File: src/hw/rtl/xcpd_pkg.sv
// Shared types and constants for the XOR-checked packet deframer.
package xcpd_pkg;

   localparam int BYTE_WIDTH   = 8;
   localparam int LEN_WIDTH    = 16;
   localparam int STATUS_WIDTH = 2;
   localparam int CSR_IDX_WIDTH  = 2;
   localparam int CSR_DATA_WIDTH = 16;

   // Register indexes on the configuration channel
   localparam logic [CSR_IDX_WIDTH-1:0] REG_PACKET_VERSION = 2'd0;
   localparam logic [CSR_IDX_WIDTH-1:0] REG_MAX_PAYLOAD    = 2'd1;

   // Register reset values
   localparam logic [BYTE_WIDTH-1:0] PACKET_VERSION_RESET = 8'd1;
   localparam logic [LEN_WIDTH-1:0]  MAX_PAYLOAD_RESET    = 16'd128;

   // Frame end status codes
   localparam logic [STATUS_WIDTH-1:0] STATUS_OK          = 2'd0;
   localparam logic [STATUS_WIDTH-1:0] STATUS_BAD_VERSION = 2'd1;
   localparam logic [STATUS_WIDTH-1:0] STATUS_TOO_LONG    = 2'd2;
   localparam logic [STATUS_WIDTH-1:0] STATUS_BAD_CHECK   = 2'd3;

   // Receive phase, one-hot
   typedef enum logic [5:0] {
      PH_VERSION = 6'b000001,
      PH_ID      = 6'b000010,
      PH_LEN_HI  = 6'b000100,
      PH_LEN_LO  = 6'b001000,
      PH_PAYLOAD = 6'b010000,
      PH_CHECK   = 6'b100000
   } phase_type;

endpackage

File: src/hw/rtl/xcpd_channels_if.sv
// Valid/ready channel interfaces for the deframer's input, result and CSR ports.
interface xcpd_req_if;
   logic                            valid;
   logic                            ready;
   logic [xcpd_pkg::BYTE_WIDTH-1:0] rx_byte;

   modport source (output valid, output rx_byte, input ready);
   modport sink   (input valid, input rx_byte, output ready);
endinterface

interface xcpd_rsp_if;
   logic                              valid;
   logic                              ready;
   logic                              is_end;
   logic [xcpd_pkg::BYTE_WIDTH-1:0]   data_byte;
   logic [xcpd_pkg::BYTE_WIDTH-1:0]   packet_id;
   logic [xcpd_pkg::LEN_WIDTH-1:0]    payload_length;
   logic [xcpd_pkg::STATUS_WIDTH-1:0] status;

   modport source (output valid, output is_end, output data_byte, output packet_id,
                   output payload_length, output status, input ready);
   modport sink   (input valid, input is_end, input data_byte, input packet_id,
                   input payload_length, input status, output ready);
endinterface

interface xcpd_csr_if;
   logic                                valid;
   logic                                ready;
   logic [xcpd_pkg::CSR_IDX_WIDTH-1:0]  index;
   logic [xcpd_pkg::CSR_DATA_WIDTH-1:0] data;

   modport source (output valid, output index, output data, input ready);
   modport sink   (input valid, input index, input data, output ready);
endinterface

File: src/hw/rtl/xor_checked_packet_deframer_top.sv
// Top level of the XOR-checked, length-prefixed packet deframer.
//
// Usage:
//   req_if  : one received byte per transaction (rx_byte).
//   rsp_if  : payload bytes (is_end = 0) and one end-of-frame status
//             transaction per frame (is_end = 1, status 0 ok, 1 bad version,
//             2 too long, 3 checksum mismatch).
//   csr_if  : register writes; index 0 = expected version byte,
//             index 1 = largest accepted payload length. Always ready.
// Header errors are reported on the fourth header byte; the block then waits
// for the next version byte.
// Throughput: one byte per cycle. Latency: a result is on rsp_if the cycle
// after its byte is accepted. The frame state and one result register set the
// figure: the whole per-byte step (compare, counter, XOR) sits between them.
// Stall: req_if.ready follows "result register empty or being taken", so the
// block keeps taking bytes while rsp_if drains and holds when it stalls.
// Reset (synchronous, active high): registers return to version 1 and
// maximum payload 128, the block waits for a version byte, rsp_if is empty.
module xor_checked_packet_deframer_top (
   input logic        clock,
   input logic        reset,
   xcpd_csr_if.sink   csr_if,
   xcpd_req_if.sink   req_if,
   xcpd_rsp_if.source rsp_if
);

   // Configuration registers
   logic [xcpd_pkg::BYTE_WIDTH-1:0] packet_version_ff;
   logic [xcpd_pkg::LEN_WIDTH-1:0]  max_payload_ff;

   // Frame state
   xcpd_pkg::phase_type             phase_ff, phase_in;
   logic                            version_good_ff, version_good_in;
   logic [xcpd_pkg::BYTE_WIDTH-1:0] frame_id_ff, frame_id_in;
   logic [xcpd_pkg::LEN_WIDTH-1:0]  decl_len_ff, decl_len_in;
   logic [xcpd_pkg::LEN_WIDTH-1:0]  bytes_left_ff, bytes_left_in;
   logic [xcpd_pkg::BYTE_WIDTH-1:0] run_xor_ff, run_xor_in;

   // Result register
   logic                              rsp_valid_ff;
   logic                              rsp_is_end_ff, rsp_is_end_in;
   logic [xcpd_pkg::BYTE_WIDTH-1:0]   rsp_data_ff, rsp_data_in;
   logic [xcpd_pkg::STATUS_WIDTH-1:0] rsp_status_ff, rsp_status_in;
   logic [xcpd_pkg::BYTE_WIDTH-1:0]   rsp_id_ff;
   logic [xcpd_pkg::LEN_WIDTH-1:0]    rsp_len_ff;
   logic                              emit;

   logic                            req_fire;
   logic                            rsp_fire;
   logic [xcpd_pkg::BYTE_WIDTH-1:0] rx;
   logic [xcpd_pkg::LEN_WIDTH-1:0]  bytes_dec;

   assign csr_if.ready = 1'b1;
   assign rsp_fire     = rsp_valid_ff && rsp_if.ready;
   assign req_if.ready = !rsp_valid_ff || rsp_if.ready;
   assign req_fire     = req_if.valid && req_if.ready;
   assign rx           = req_if.rx_byte;
   assign bytes_dec    = bytes_left_ff - 16'd1;

   // Write configuration registers; unknown indexes are dropped
   always_ff @(posedge clock) begin
      if (reset) begin
         packet_version_ff <= xcpd_pkg::PACKET_VERSION_RESET;
         max_payload_ff    <= xcpd_pkg::MAX_PAYLOAD_RESET;
      end else if (csr_if.valid) begin
         unique case (csr_if.index)
            xcpd_pkg::REG_PACKET_VERSION: begin
               packet_version_ff <= csr_if.data[xcpd_pkg::BYTE_WIDTH-1:0];
            end
            xcpd_pkg::REG_MAX_PAYLOAD: begin
               max_payload_ff <= csr_if.data;
            end
            default: begin
            end
         endcase
      end
   end

   // Per-byte frame step
   always_comb begin
      phase_in        = phase_ff;
      version_good_in = version_good_ff;
      frame_id_in     = frame_id_ff;
      decl_len_in     = decl_len_ff;
      bytes_left_in   = bytes_left_ff;
      run_xor_in      = run_xor_ff ^ rx;
      emit            = 1'b0;
      rsp_is_end_in   = 1'b1;
      rsp_data_in     = '0;
      rsp_status_in   = xcpd_pkg::STATUS_OK;
      unique case (phase_ff)
         xcpd_pkg::PH_ID: begin
            frame_id_in = rx;
            phase_in    = xcpd_pkg::PH_LEN_HI;
         end
         xcpd_pkg::PH_LEN_HI: begin
            decl_len_in = {rx, 8'h00};
            phase_in    = xcpd_pkg::PH_LEN_LO;
         end
         xcpd_pkg::PH_LEN_LO: begin
            decl_len_in = {decl_len_ff[15:8], rx};
            if (!version_good_ff) begin
               emit          = 1'b1;
               rsp_status_in = xcpd_pkg::STATUS_BAD_VERSION;
               phase_in      = xcpd_pkg::PH_VERSION;
            end else if (decl_len_in > max_payload_ff) begin
               emit          = 1'b1;
               rsp_status_in = xcpd_pkg::STATUS_TOO_LONG;
               phase_in      = xcpd_pkg::PH_VERSION;
            end else begin
               bytes_left_in = decl_len_in;
               phase_in      = (decl_len_in == '0) ? xcpd_pkg::PH_CHECK
                                                   : xcpd_pkg::PH_PAYLOAD;
            end
         end
         xcpd_pkg::PH_PAYLOAD: begin
            bytes_left_in = bytes_dec;
            emit          = 1'b1;
            rsp_is_end_in = 1'b0;
            rsp_data_in   = rx;
            if (bytes_dec == '0) begin
               phase_in = xcpd_pkg::PH_CHECK;
            end
         end
         xcpd_pkg::PH_CHECK: begin
            emit          = 1'b1;
            rsp_status_in = (rx == run_xor_ff) ? xcpd_pkg::STATUS_OK
                                               : xcpd_pkg::STATUS_BAD_CHECK;
            phase_in      = xcpd_pkg::PH_VERSION;
         end
         default: begin
            // Version byte; unused phase codes land here too
            version_good_in = (rx == packet_version_ff);
            run_xor_in      = rx;
            phase_in        = xcpd_pkg::PH_ID;
         end
      endcase
   end

   // Advance frame state on each accepted byte
   always_ff @(posedge clock) begin
      if (reset) begin
         phase_ff        <= xcpd_pkg::PH_VERSION;
         version_good_ff <= 1'b0;
         frame_id_ff     <= '0;
         decl_len_ff     <= '0;
         bytes_left_ff   <= '0;
         run_xor_ff      <= '0;
      end else if (req_fire) begin
         phase_ff        <= phase_in;
         version_good_ff <= version_good_in;
         frame_id_ff     <= frame_id_in;
         decl_len_ff     <= decl_len_in;
         bytes_left_ff   <= bytes_left_in;
         run_xor_ff      <= run_xor_in;
      end
   end

   // Hold or replace the result transaction
   always_ff @(posedge clock) begin
      if (reset) begin
         rsp_valid_ff <= 1'b0;
      end else if (req_fire) begin
         rsp_valid_ff <= emit;
      end else if (rsp_fire) begin
         rsp_valid_ff <= 1'b0;
      end
   end

   always_ff @(posedge clock) begin
      if (req_fire && emit) begin
         rsp_is_end_ff <= rsp_is_end_in;
         rsp_data_ff   <= rsp_data_in;
         rsp_status_ff <= rsp_status_in;
         rsp_id_ff     <= frame_id_in;
         rsp_len_ff    <= decl_len_in;
      end
   end

   assign rsp_if.valid          = rsp_valid_ff;
   assign rsp_if.is_end         = rsp_is_end_ff;
   assign rsp_if.data_byte      = rsp_data_ff;
   assign rsp_if.packet_id      = rsp_id_ff;
   assign rsp_if.payload_length = rsp_len_ff;
   assign rsp_if.status         = rsp_status_ff;

   // Phase register stays one-hot
   a_phase_onehot: assert property (@(posedge clock) disable iff (reset)
      $onehot(phase_ff))
      else $error("phase register lost one-hot encoding");

   // A payload byte is only taken while bytes remain
   a_payload_count: assert property (@(posedge clock) disable iff (reset)
      req_fire && (phase_ff == xcpd_pkg::PH_PAYLOAD) |-> (bytes_left_ff != '0))
      else $error("payload byte taken with zero bytes left");

   // The checksum byte always yields an end-of-frame transaction
   a_check_ends: assert property (@(posedge clock) disable iff (reset)
      req_fire && (phase_ff == xcpd_pkg::PH_CHECK) |=> rsp_valid_ff && rsp_is_end_ff)
      else $error("checksum byte did not produce a frame end");

   // A frame with a wrong version byte is always reported as bad version at its fourth header byte
   a_bad_version: assert property (@(posedge clock) disable iff (reset)
      req_fire && (phase_ff == xcpd_pkg::PH_LEN_LO) && !version_good_ff
      |=> rsp_valid_ff && (rsp_status_ff == xcpd_pkg::STATUS_BAD_VERSION))
      else $error("bad version not reported at fourth header byte");

endmodule

File: src/flat_wrapper.sv
// flat-port wrapper written by rule: the top's interface ports become plain ports
module xor_checked_packet_deframer_top_flat 
  (clock, reset, csr_if_valid, csr_if_index, csr_if_data, csr_if_ready, req_if_valid, req_if_rx_byte, req_if_ready, rsp_if_valid, rsp_if_is_end, rsp_if_data_byte, rsp_if_packet_id, rsp_if_payload_length, rsp_if_status, rsp_if_ready);
  xcpd_csr_if csr_if_i ();
  xcpd_req_if req_if_i ();
  xcpd_rsp_if rsp_if_i ();
  input logic clock;
  input logic reset;
  input wire logic [$bits(csr_if_i.valid)-1:0] csr_if_valid;
  input wire logic [$bits(csr_if_i.index)-1:0] csr_if_index;
  input wire logic [$bits(csr_if_i.data)-1:0] csr_if_data;
  output wire logic [$bits(csr_if_i.ready)-1:0] csr_if_ready;
  input wire logic [$bits(req_if_i.valid)-1:0] req_if_valid;
  input wire logic [$bits(req_if_i.rx_byte)-1:0] req_if_rx_byte;
  output wire logic [$bits(req_if_i.ready)-1:0] req_if_ready;
  output wire logic [$bits(rsp_if_i.valid)-1:0] rsp_if_valid;
  output wire logic [$bits(rsp_if_i.is_end)-1:0] rsp_if_is_end;
  output wire logic [$bits(rsp_if_i.data_byte)-1:0] rsp_if_data_byte;
  output wire logic [$bits(rsp_if_i.packet_id)-1:0] rsp_if_packet_id;
  output wire logic [$bits(rsp_if_i.payload_length)-1:0] rsp_if_payload_length;
  output wire logic [$bits(rsp_if_i.status)-1:0] rsp_if_status;
  input wire logic [$bits(rsp_if_i.ready)-1:0] rsp_if_ready;
  assign csr_if_i.valid = csr_if_valid;
  assign csr_if_i.index = csr_if_index;
  assign csr_if_i.data = csr_if_data;
  assign csr_if_ready = csr_if_i.ready;
  assign req_if_i.valid = req_if_valid;
  assign req_if_i.rx_byte = req_if_rx_byte;
  assign req_if_ready = req_if_i.ready;
  assign rsp_if_valid = rsp_if_i.valid;
  assign rsp_if_is_end = rsp_if_i.is_end;
  assign rsp_if_data_byte = rsp_if_i.data_byte;
  assign rsp_if_packet_id = rsp_if_i.packet_id;
  assign rsp_if_payload_length = rsp_if_i.payload_length;
  assign rsp_if_status = rsp_if_i.status;
  assign rsp_if_i.ready = rsp_if_ready;
  xor_checked_packet_deframer_top u_core (.clock(clock), .reset(reset), .csr_if(csr_if_i), .req_if(req_if_i), .rsp_if(rsp_if_i));
endmodule
File: config.mk
export PLATFORM = sky130hd
export DESIGN_NAME = xor_checked_packet_deframer_top_flat
export DESIGN_NICKNAME = d
export VERILOG_FILES = /design/src/hw/rtl/xcpd_pkg.sv /design/src/hw/rtl/xcpd_channels_if.sv /design/src/hw/rtl/xor_checked_packet_deframer_top.sv /design/src/flat_wrapper.sv
export SDC_FILE = /design/constraint.sdc
export NUM_CORES = 1
export LEC_CHECK = 0
export ABC_CLOCK_PERIOD_IN_PS = 2880
export BUFFER_PORTS_ARGS = -buffer_cell sky130_fd_sc_hd__buf_2
export CAP_MARGIN = 10
export CELL_PAD_IN_SITES_DETAIL_PLACEMENT = 0
export CELL_PAD_IN_SITES_GLOBAL_PLACEMENT = 1
export CORE_ASPECT_RATIO = 1.1
export CORE_MARGIN = 2
export CORE_UTILIZATION = 25
export DETAILED_ROUTE_END_ITERATION = 6
export PLACE_DENSITY = 0.52
export SLEW_MARGIN = 20
export SYNTH_ARGS = -nofsm -noshare
export SYNTH_HDL_FRONTEND = slang
export SYNTH_SLANG_ARGS = --single-unit
File: constraint.sdc
create_clock -name clock -period 2.88 [get_ports clock]
set_input_delay 0.288 -clock clock [delete_from_list [all_inputs] [get_ports clock]]
set_output_delay 0.288 -clock clock [all_outputs]
set_load 0.05 [all_outputs]
# Yosys cells after proc, flatten, opt, wreduce, memory -nomap -nowiden
# Cells that the tools add are included.
# Widths: inputs -> output; s select.
# word_totals
output_inout_bits,38
word_cells,67
register_bits,115
# classes
add_sub_neg,1
n_mux,21
bitwise_logic,2
n_reduce_logical,17
n_eq_ne,11
n_lt_le_gt_ge,1
# ops
cell,count
$pmux 16 s2,2
$logic_not 16->1,2
$mux 16,2
$pmux 6 s5,1
$mux 6,4
$eq 8x8->1,2
$gt 16x16->1,1
$mux 8,2
$sub 16x1->16 const B,1
$reduce_and 2->1,4
$xor 8x8->8,1
$eq 6x2->1 const B,1
$eq 6x3->1 const B,1
$eq 6x4->1 const B,1
$eq 6x5->1 const B,1
$eq 6x6->1 const B,1
$mux 2,3
$mux 1,5
$reduce_or 5->1,1
$ne 2x1->1 const B,2
$pmux 2 s2,1
$reduce_and 4->1,1
$reduce_bool 2->1,2
$logic_and 1x1->1,3
8 further kinds,8

# Depth between registers and ports, before layout
# Gate-level depths: netlist (run 1).
# depth
depth_word,5
depth_mapped,9

# Worst setup path after synthesis (run 1)
# OpenSTA, ideal clock, no wires.
# synth_timing
path_type,register -> register
startpoint,register u_core.rsp_valid_ff (netlist: u_core.rsp_if.valid)
endpoint,"register u_core.rsp_data_ff, in the netlist u_core.rsp_if.data_byte[0] (enable)"
t_arrival_ns,2.548
path_slack_ns,-0.063
path_stages_with_launch,6
n_path_buf,2
setup_ns,0.394
required_time_ns,2.486
cell_sequence,dfxtp_1 nand2b_1 and2_1 clkbuf_1 clkbuf_1 o21a_1
# synth_via
elab_chain_cells,4
# synth_lines
element,line_no,text
from (decl),xor_checked_packet_deframer_top.sv:40,logic rsp_valid_ff;
from (signal assigned),xor_checked_packet_deframer_top.sv:164,rsp_valid_ff <= emit;
$logic_not 1->1,xor_checked_packet_deframer_top.sv:55,assign req_if.ready = !rsp_valid_ff || rsp_if.ready;
$logic_or 1x1->1,xor_checked_packet_deframer_top.sv:55,
net req_if_ready,flat_wrapper.sv:15,output wire logic [$bits(req_if_i.ready)-1:0] req_if_ready;
$logic_and 1x1->1,xor_checked_packet_deframer_top.sv:56,assign req_fire = req_if.valid && req_if.ready;
$logic_and 1x1->1,xor_checked_packet_deframer_top.sv:171,if (req_fire && emit) begin
to (signal assigned),xor_checked_packet_deframer_top.sv:173,rsp_data_ff <= rsp_data_in;
to (decl),xor_checked_packet_deframer_top.sv:42,"logic [xcpd_pkg::BYTE_WIDTH-1:0] rsp_data_ff, rsp_data_in;"
# The timed path passes the listed nets, and every way through them passes these cells.
# A chain may end at the register's enable or synchronous reset.

# Final worst setup path (run 1)
# layout_timing
startpoint,register u_core.bytes_left_ff[0] in the netlist's numbering
endpoint,register u_core.phase_ff[4]
# layout_via
elab_chain_cells,4
# layout_lines
element,line_no,text
from (decl),xor_checked_packet_deframer_top.sv:36,"logic [xcpd_pkg::LEN_WIDTH-1:0] bytes_left_ff, bytes_left_in;"
from (signal assigned),xor_checked_packet_deframer_top.sv:154,bytes_left_ff <= bytes_left_in;
$sub 16x1->16,xor_checked_packet_deframer_top.sv:58,assign bytes_dec = bytes_left_ff - 16'd1;
$logic_not 16->1,xor_checked_packet_deframer_top.sv:121,if (bytes_dec == '0) begin
$ne 2x1->1 (no source line),-,
$reduce_and 2->1 (no source line),-,
to (signal assigned),xor_checked_packet_deframer_top.sv:143,phase_ff <= xcpd_pkg::PH_VERSION;
to (signal assigned),xor_checked_packet_deframer_top.sv:150,phase_ff <= phase_in;
to (decl),xor_checked_packet_deframer_top.sv:32,"xcpd_pkg::phase_type phase_ff, phase_in;"
# Every way passes these cells.

==> results.toml, run 1 <==
[timing]
finalMaxSlewViolations = 0
final.setup_skew_ns = 0.01339
rsz_0062_raised_after_global_routing = "no"
period_needed_ns = 2.753
hold_viol_final = 0
final_min_period_over_clock_period_pct = 95.58
fmaxAchievable_mhz = 363.3
timing.setup.tns_ns = 0
max_slew_margin_pct = 40.41
setup_violations = 0
max_slew.worst_pin.slew_ns = 0.8939

[synth]
synthDistinctLibCells = 65
synth.yosys.seq_area_share_pct = 46.28
async_reset_ff_share_pct = 0
synth_top_area_share_pct = 27.94
synth_top_cell_by_area = "sky130_fd_sc_hd__dfxtp_1"
post_synth_and_or_nand_nor_area_fraction_pct = 20.63
yosys_most_used_dff = "sky130_fd_sc_hd__dfxtp_1"
ys_ff_latch = 115
synth_mux_area_share_pct = 4.933
synth_top_cells_by_area = "sky130_fd_sc_hd__dfxtp_1, sky130_fd_sc_hd__edfxtp_1, sky130_fd_sc_hd__nand2_1"
synth-edff-count = 35
synthesis.area_per_instance_um2 = 8.859
post_synth_xor_area_fraction_pct = 3.056
netlist_top_cells_count = "sky130_fd_sc_hd__nand2_1, sky130_fd_sc_hd__dfxtp_1, sky130_fd_sc_hd__nor2_1"
synth_most_common_cell = "sky130_fd_sc_hd__nand2_1"
synth.net_count = 696
syn_inst = 647
synth_warnings = 0
post_synth_fa_ha_maj_area_fraction_pct = 3.929
synth_compound_gate_area_share_pct = 16.33
dominant_combinational_cell_family_by_area_after_synthesis = "simple AND/OR/NAND/NOR gates"
synth_area_um2 = 5732

[setup_path]
worstSetupPathType = "flip-flop to flip-flop"
timing.critical_path.required_ns = 3.22
critical_path.endpoint_type = "flip-flop"
setup.worst_path.start_class = "flip-flop"
critical_path_peak_fanout = 5
worstPathArrival_ns = 3.09

[grt]
via_count_of_the_first_global_routing_pass = 5018
grt_first_pass_wirelength_mm = 27.68
overflow = 0
gr-usage-all-layers_pct = 15.12
initial_antenna_violation_count = 0
largest_net_degree_at_the_start_of_global_routing = 77

[floorplanning]
row_count = 58
fp.dieArea_um2 = 24160
design.core.area_um2 = 22710
io_pins = 69
initial_utilization_pct = 25.23
fp.dieW_um = 148.4
die_y_um = 162.8

[routing]
via_count = 5019
routed_via_density = 4.807
drt_wl_total_mm = 17.81
post-route-drc-count = 0
avgRoutedWirePerCell_um = 17.06
drt_first_iter_violations = 255
drtAntennaViolNets = 0
dr.pass1.iters = 4

[cells_and_area]
finalInstanceArea_um2 = 7204
area_growth_syn_to_layout_pct = 25.69
sequential_cell_area_um2 = 2653
finalNetCount = 779
proportion_of_layout_cells_with_a_drive_suffix_above_1_pct = 20.59
finalCoreUtilization_pct = 31.72
fill_cells = 2376
multi_input_comb_area_um2 = 2823

[run_status]
outcome = "finished, final reports clean"

[clocking]
ctsLongestPathBuffers = 2
root_buffer = "sky130_fd_sc_hd__clkbuf_16"
postCtsHoldBufs = 0
cts_repair_resize_count = 0
cts_made_buffers = 17
post-cts-setup-buffer-count = 0
cts_tree = "built"
cts_htree_levels = 4
worst_setup_hold_path_clk_slew_ns = 0.06
cts.sink_count = 115
worstSkewPairLatency_ns = 0.42

[place]
placedInstanceArea_um2 = 6580
gp_congestion = 0.8548
dp_hpwl_mm = 12.27
io_buffers = 67

[worst_hold_path]
min-delay-path-class = "input pin to flip-flop"

[pwr]
power.static_leakage_uw = 0.002744
power.ir.vdd_worst_uv = 406.4
power_per_cell_area_nw_per_um2 = 609.9

[flow_run]
max_cap_viol_count = 0
## layout make-up
class,instances,area share [%]
Antenna cell,1,0.03473
Clock buffer,19,6.009
Clock inverter,13,2.397
Inverter,32,1.667
Multi-Input combinational cell,460,39.18
Sequential cell,115,36.82
Tap cell,300,5.210
Timing Repair Buffer,104,8.684
## final timing paths
check                                                             end  cells after the start                                 start  slack (ns)
worst min-delay path            u_core.max_payload_ff[8]$_SDFFE_PP0P_                      3                        csr_if_data[8]        0.11
worst max register to register        u_core.phase_ff[4]$_SDFFE_PP0P_                      9  u_core.bytes_left_ff[0]$_SDFFE_PP0P_        0.13
worst max-delay path                  u_core.phase_ff[4]$_SDFFE_PP0P_                      9  u_core.bytes_left_ff[0]$_SDFFE_PP0P_        0.13
worst min register to register     u_core.frame_id_ff[2]$_SDFFE_PP0P_                      2    u_core.frame_id_ff[2]$_SDFFE_PP0P_        0.45
## routing by layer
layer  share of wire [%]  global-route usage (%)
met1                  47                   19.29
met2                  46                   24.73
met3                 4.9                   3.361
met4                 2.4                   6.234
met5                   0                       0
## through the flow
step	hold slack [ns]	instances	power [uW]	setup slack [ns]
global placement	0.4388	1011	2238	0.08972
floorplan	0.4168	647	2066	0.04334
CTS	0.09008	1043	4449	0.03000
detailed placement	0.4464	1011	2245	0.06358
finish	0.1053	1044	4394	0.1273
global route	0.09631	1043	4581	0.01308
## power breakdown
group	switching, uW	leakage [uW]	total [uW]	internal, uW
combinational	294	0.00149	476	182
sequential	33.0	0.000974	1740	1700
clock	809	0.000281	2180	1370
## critical path: stages (launching register included)
cell	delay [ns]
sky130_fd_sc_hd__dfxtp_1	0.31
sky130_fd_sc_hd__inv_1	0.08
sky130_fd_sc_hd__ha_1	0.16
sky130_fd_sc_hd__or4b_4	0.51
sky130_fd_sc_hd__or2_4	0.26
sky130_fd_sc_hd__xnor2_1	0.16
sky130_fd_sc_hd__a2111oi_4	0.39
sky130_fd_sc_hd__a31oi_4	0.13
sky130_fd_sc_hd__or4b_1	0.52
sky130_fd_sc_hd__a21oi_1	0.15
## state kept, by name, summed over array words and instances (netlist names), 16 cells and up
signal	count
u_core.bytes_left_ff	16
u_core.decl_len_ff	16
u_core.max_payload_ff	16
u_core.rsp_if.payload_length	16
## layout by cell type (no fill, tap or decap), drive strengths merged, types with 3 or more instances in the layout
cell type	instances
a211oi	4
a21oi	58
a22oi	10
a2bb2oi	3
a32o	3
a32oi	3
and2	6
buf	104
bufinv	3
clkbuf	19
clkinv	3
clkinvlp	4
dfxtp	80
edfxtp	35
ha	18
inv	35
mux2	10
mux2i	17
nand2	98
nand3	16
nand4	9
nor2	59
nor2b	6
nor3	14
nor4	15
o211ai	5
o21a	3
o21ai	33
o22ai	3
or2	3
or4	6
or4b	3
xnor2	10
xor2	10
## cell families after synthesis
family,after synthesis
AOI/OAI and AO/OA,146
xor gates and xnor gates,20
adders and majority gates,18
buffers and inverters,72
DFF,115
muxes,27
other,1
and+or+nand+nor,248
Note: power is estimated with default switching activity, not from simulation.
==> run 2, diff against run 1 <==
--- a/config.mk
+++ b/config.mk
@@ -14,7 +14,7 @@
 export CORE_MARGIN = 2
 export CORE_UTILIZATION = 25
 export DETAILED_ROUTE_END_ITERATION = 6
-export PLACE_DENSITY = 0.52
+export PLACE_DENSITY_LB_ADDON = 0.1
 export SLEW_MARGIN = 20
 export SYNTH_ARGS = -nofsm -noshare
 export SYNTH_HDL_FRONTEND = slang
==> run 2 against run 1 <==
  * Sequential cell count did not move
  * Critical endpoint unchanged
  * Largest power group unchanged
  * Critical path depth did not move
  * Design area rose by 0.14%
  * Global-route usage rose by 0.64 points
  * Clock power fell by 3%
  * Non-clock buffer count rose by 4
  * Combinational power rose by 3%
  * Final cell count rose by 0.29%
  * Utilization barely moved
==> results.toml, run 2 (synthesis results as in run 1) <==
[routing]
avgRoutedWirePerCell_um = 17.49
dr.pass1.iters = 4
drt_first_iter_violations = 285
routed_via_density = 4.734
drt_wl_total_mm = 18.31
post-route-drc-count = 0
via_count = 4956
drtAntennaViolNets = 0

[pwr]
intPower_uw = 3197
share_seq_of_total_power_pct = 39.9
power.ir.vdd_worst_uv = 374.4
power.static_leakage_uw = 0.002762
power.net_switching_uw = 1150
power.switching_fraction_pct = 26.45
power_per_cell_area_nw_per_um2 = 602.6
clkPwrFrac_pct = 48.8
post_layout_power_uw = 4347
comb_power_share_pct = 11.3

[floorplanning]
initial_utilization_pct = 25.23
fp.dieArea_um2 = 24160
fp.dieW_um = 148.4
die_y_um = 162.8
row_count = 58
design.core.area_um2 = 22710
io_pins = 69

[grt]
largest_net_degree_at_the_start_of_global_routing = 64
via_count_of_the_first_global_routing_pass = 4899
overflow = 0
grt_first_pass_wirelength_mm = 28.50
gr-usage-all-layers_pct = 15.76
initial_antenna_violation_count = 0

[timing]
max_slew.worst_pin.slew_ns = 0.7449
setup_violations = 0
fmaxAchievable_mhz = 358.9
final_min_period_over_clock_period_pct = 96.75
hold_viol_final = 0
rsz_0062_raised_after_global_routing = "no"
timing.final.ws_setup_ns = 0.09348
final.setup_skew_ns = 0.007970
finalHoldWorstSlack_ns = 0.1092
timing.setup.tns_ns = 0
finalMaxSlewViolations = 0
period_needed_ns = 2.787
max_slew_margin_pct = 50.34

[setup_path]
critical_path.endpoint_type = "flip-flop"
timing.critical_path.required_ns = 3.22
timing.critical_path.from = "u_core.bytes_left_ff[1]$_SDFFE_PP0P_"
critical_path.reg2reg.startpoint = "u_core.bytes_left_ff[1]$_SDFFE_PP0P_"
worstSetupPathType = "flip-flop to flip-flop"
critical_path_peak_fanout = 4
setup.worst_path.start_class = "flip-flop"
worstPathArrival_ns = 3.13

[cells_and_area]
final_cell_mix = "sky130_fd_sc_hd__nand2_1, sky130_fd_sc_hd__dfxtp_1, sky130_fd_sc_hd__buf_2"
antenna_cells_inserted = 0
finalNetCount = 783
area_growth_syn_to_layout_pct = 25.87
proportion_of_layout_cells_with_a_drive_suffix_above_1_pct = 21.15
layout_commonest_cell = "sky130_fd_sc_hd__nand2_1"

[run_status]
outcome = "finished, final reports clean"

[clocking]
post-cts-setup-buffer-count = 0
worst_setup_hold_path_clk_slew_ns = 0.06
root_buffer = "sky130_fd_sc_hd__clkbuf_16"
cts_htree_levels = 4
postCtsHoldBufs = 0
cts_repair_resize_count = 0
cts_made_buffers = 17
worstSkewPairLatency_ns = 0.42
ctsLongestPathBuffers = 2
cts_tree = "built"
cts.sink_count = 115

[worst_hold_path]
min-delay-start = "csr_if_data[9]"
min-delay-path-class = "input pin to flip-flop"

[place]
gp_congestion = 0.8617
post-place-ws_ns = 0.06363
dp_hpwl_mm = 12.61
io_buffers = 67

[flow_run]
max_cap_viol_count = 0
-- run 2: per-layer routing --
metal | track usage (%) | routed length (um) | up-vias
met5 | 0 | 0 | -
met4 | 5.584 | 270 | 0
met3 | 3.053 | 773 | 14
met2 | 25.51 | 8632 | 106
met1 | 20.98 | 8630 | 2346
li1 | - | - | 2490
-- run 2: final cells by class --
| cell class | instances | area, um2 |
|---|---|---|
| multi-input cells | 460 | 2819 |
| flip-flops and latches | 115 | 2653 |
| inverters | 32 | 120.1 |
| clock buffers | 18 | 439.2 |
| well taps | 300 | 375.4 |
| clock inverters | 14 | 152.6 |
| fillers | 2413 | 15500 |
| repair buffers | 108 | 655.6 |
-- run 2: critical path, cell delays in order (launching register included) --
cell	delay [ns]
sky130_fd_sc_hd__dfxtp_1	0.33
sky130_fd_sc_hd__inv_1	0.08
sky130_fd_sc_hd__ha_1	0.17
sky130_fd_sc_hd__or4b_4	0.51
sky130_fd_sc_hd__or2_1	0.26
sky130_fd_sc_hd__xnor2_1	0.18
sky130_fd_sc_hd__a2111oi_4	0.39
sky130_fd_sc_hd__a31oi_4	0.12
sky130_fd_sc_hd__or4b_1	0.51
sky130_fd_sc_hd__a21oi_1	0.15
-- run 2: power groups by stage --
stage	Sequential, uW	Combinational (uW)	Clock, uW
CTS	1730	495	2180
finish	1730	492	2120
global route	1740	549	2250
floorplan	1780	287	0
detailed placement	1770	491	0
global placement	1770	488	0
-- run 2: final timing paths --
check / to / slack (ns) / cells after the start
worst min-delay path: u_core.max_payload_ff[9]$_SDFFE_PP0P_ / 0.11 / 3
worst min register to register: u_core.frame_id_ff[7]$_SDFFE_PP0P_ / 0.45 / 2
worst max-delay path: u_core.phase_ff[4]$_SDFFE_PP0P_ / 0.09 / 9
worst max register to register: u_core.phase_ff[4]$_SDFFE_PP0P_ / 0.09 / 9
-- run 2: stage by stage --
step,utilization [%],instances,instance area [um2]
after floorplan,-,647,5733
after global placement,29.10,1015,6610
after detailed placement,29.10,1015,6610
after CTS,31.71,1047,7202
after global routing,31.76,1047,7214
final,31.76,1047,7214
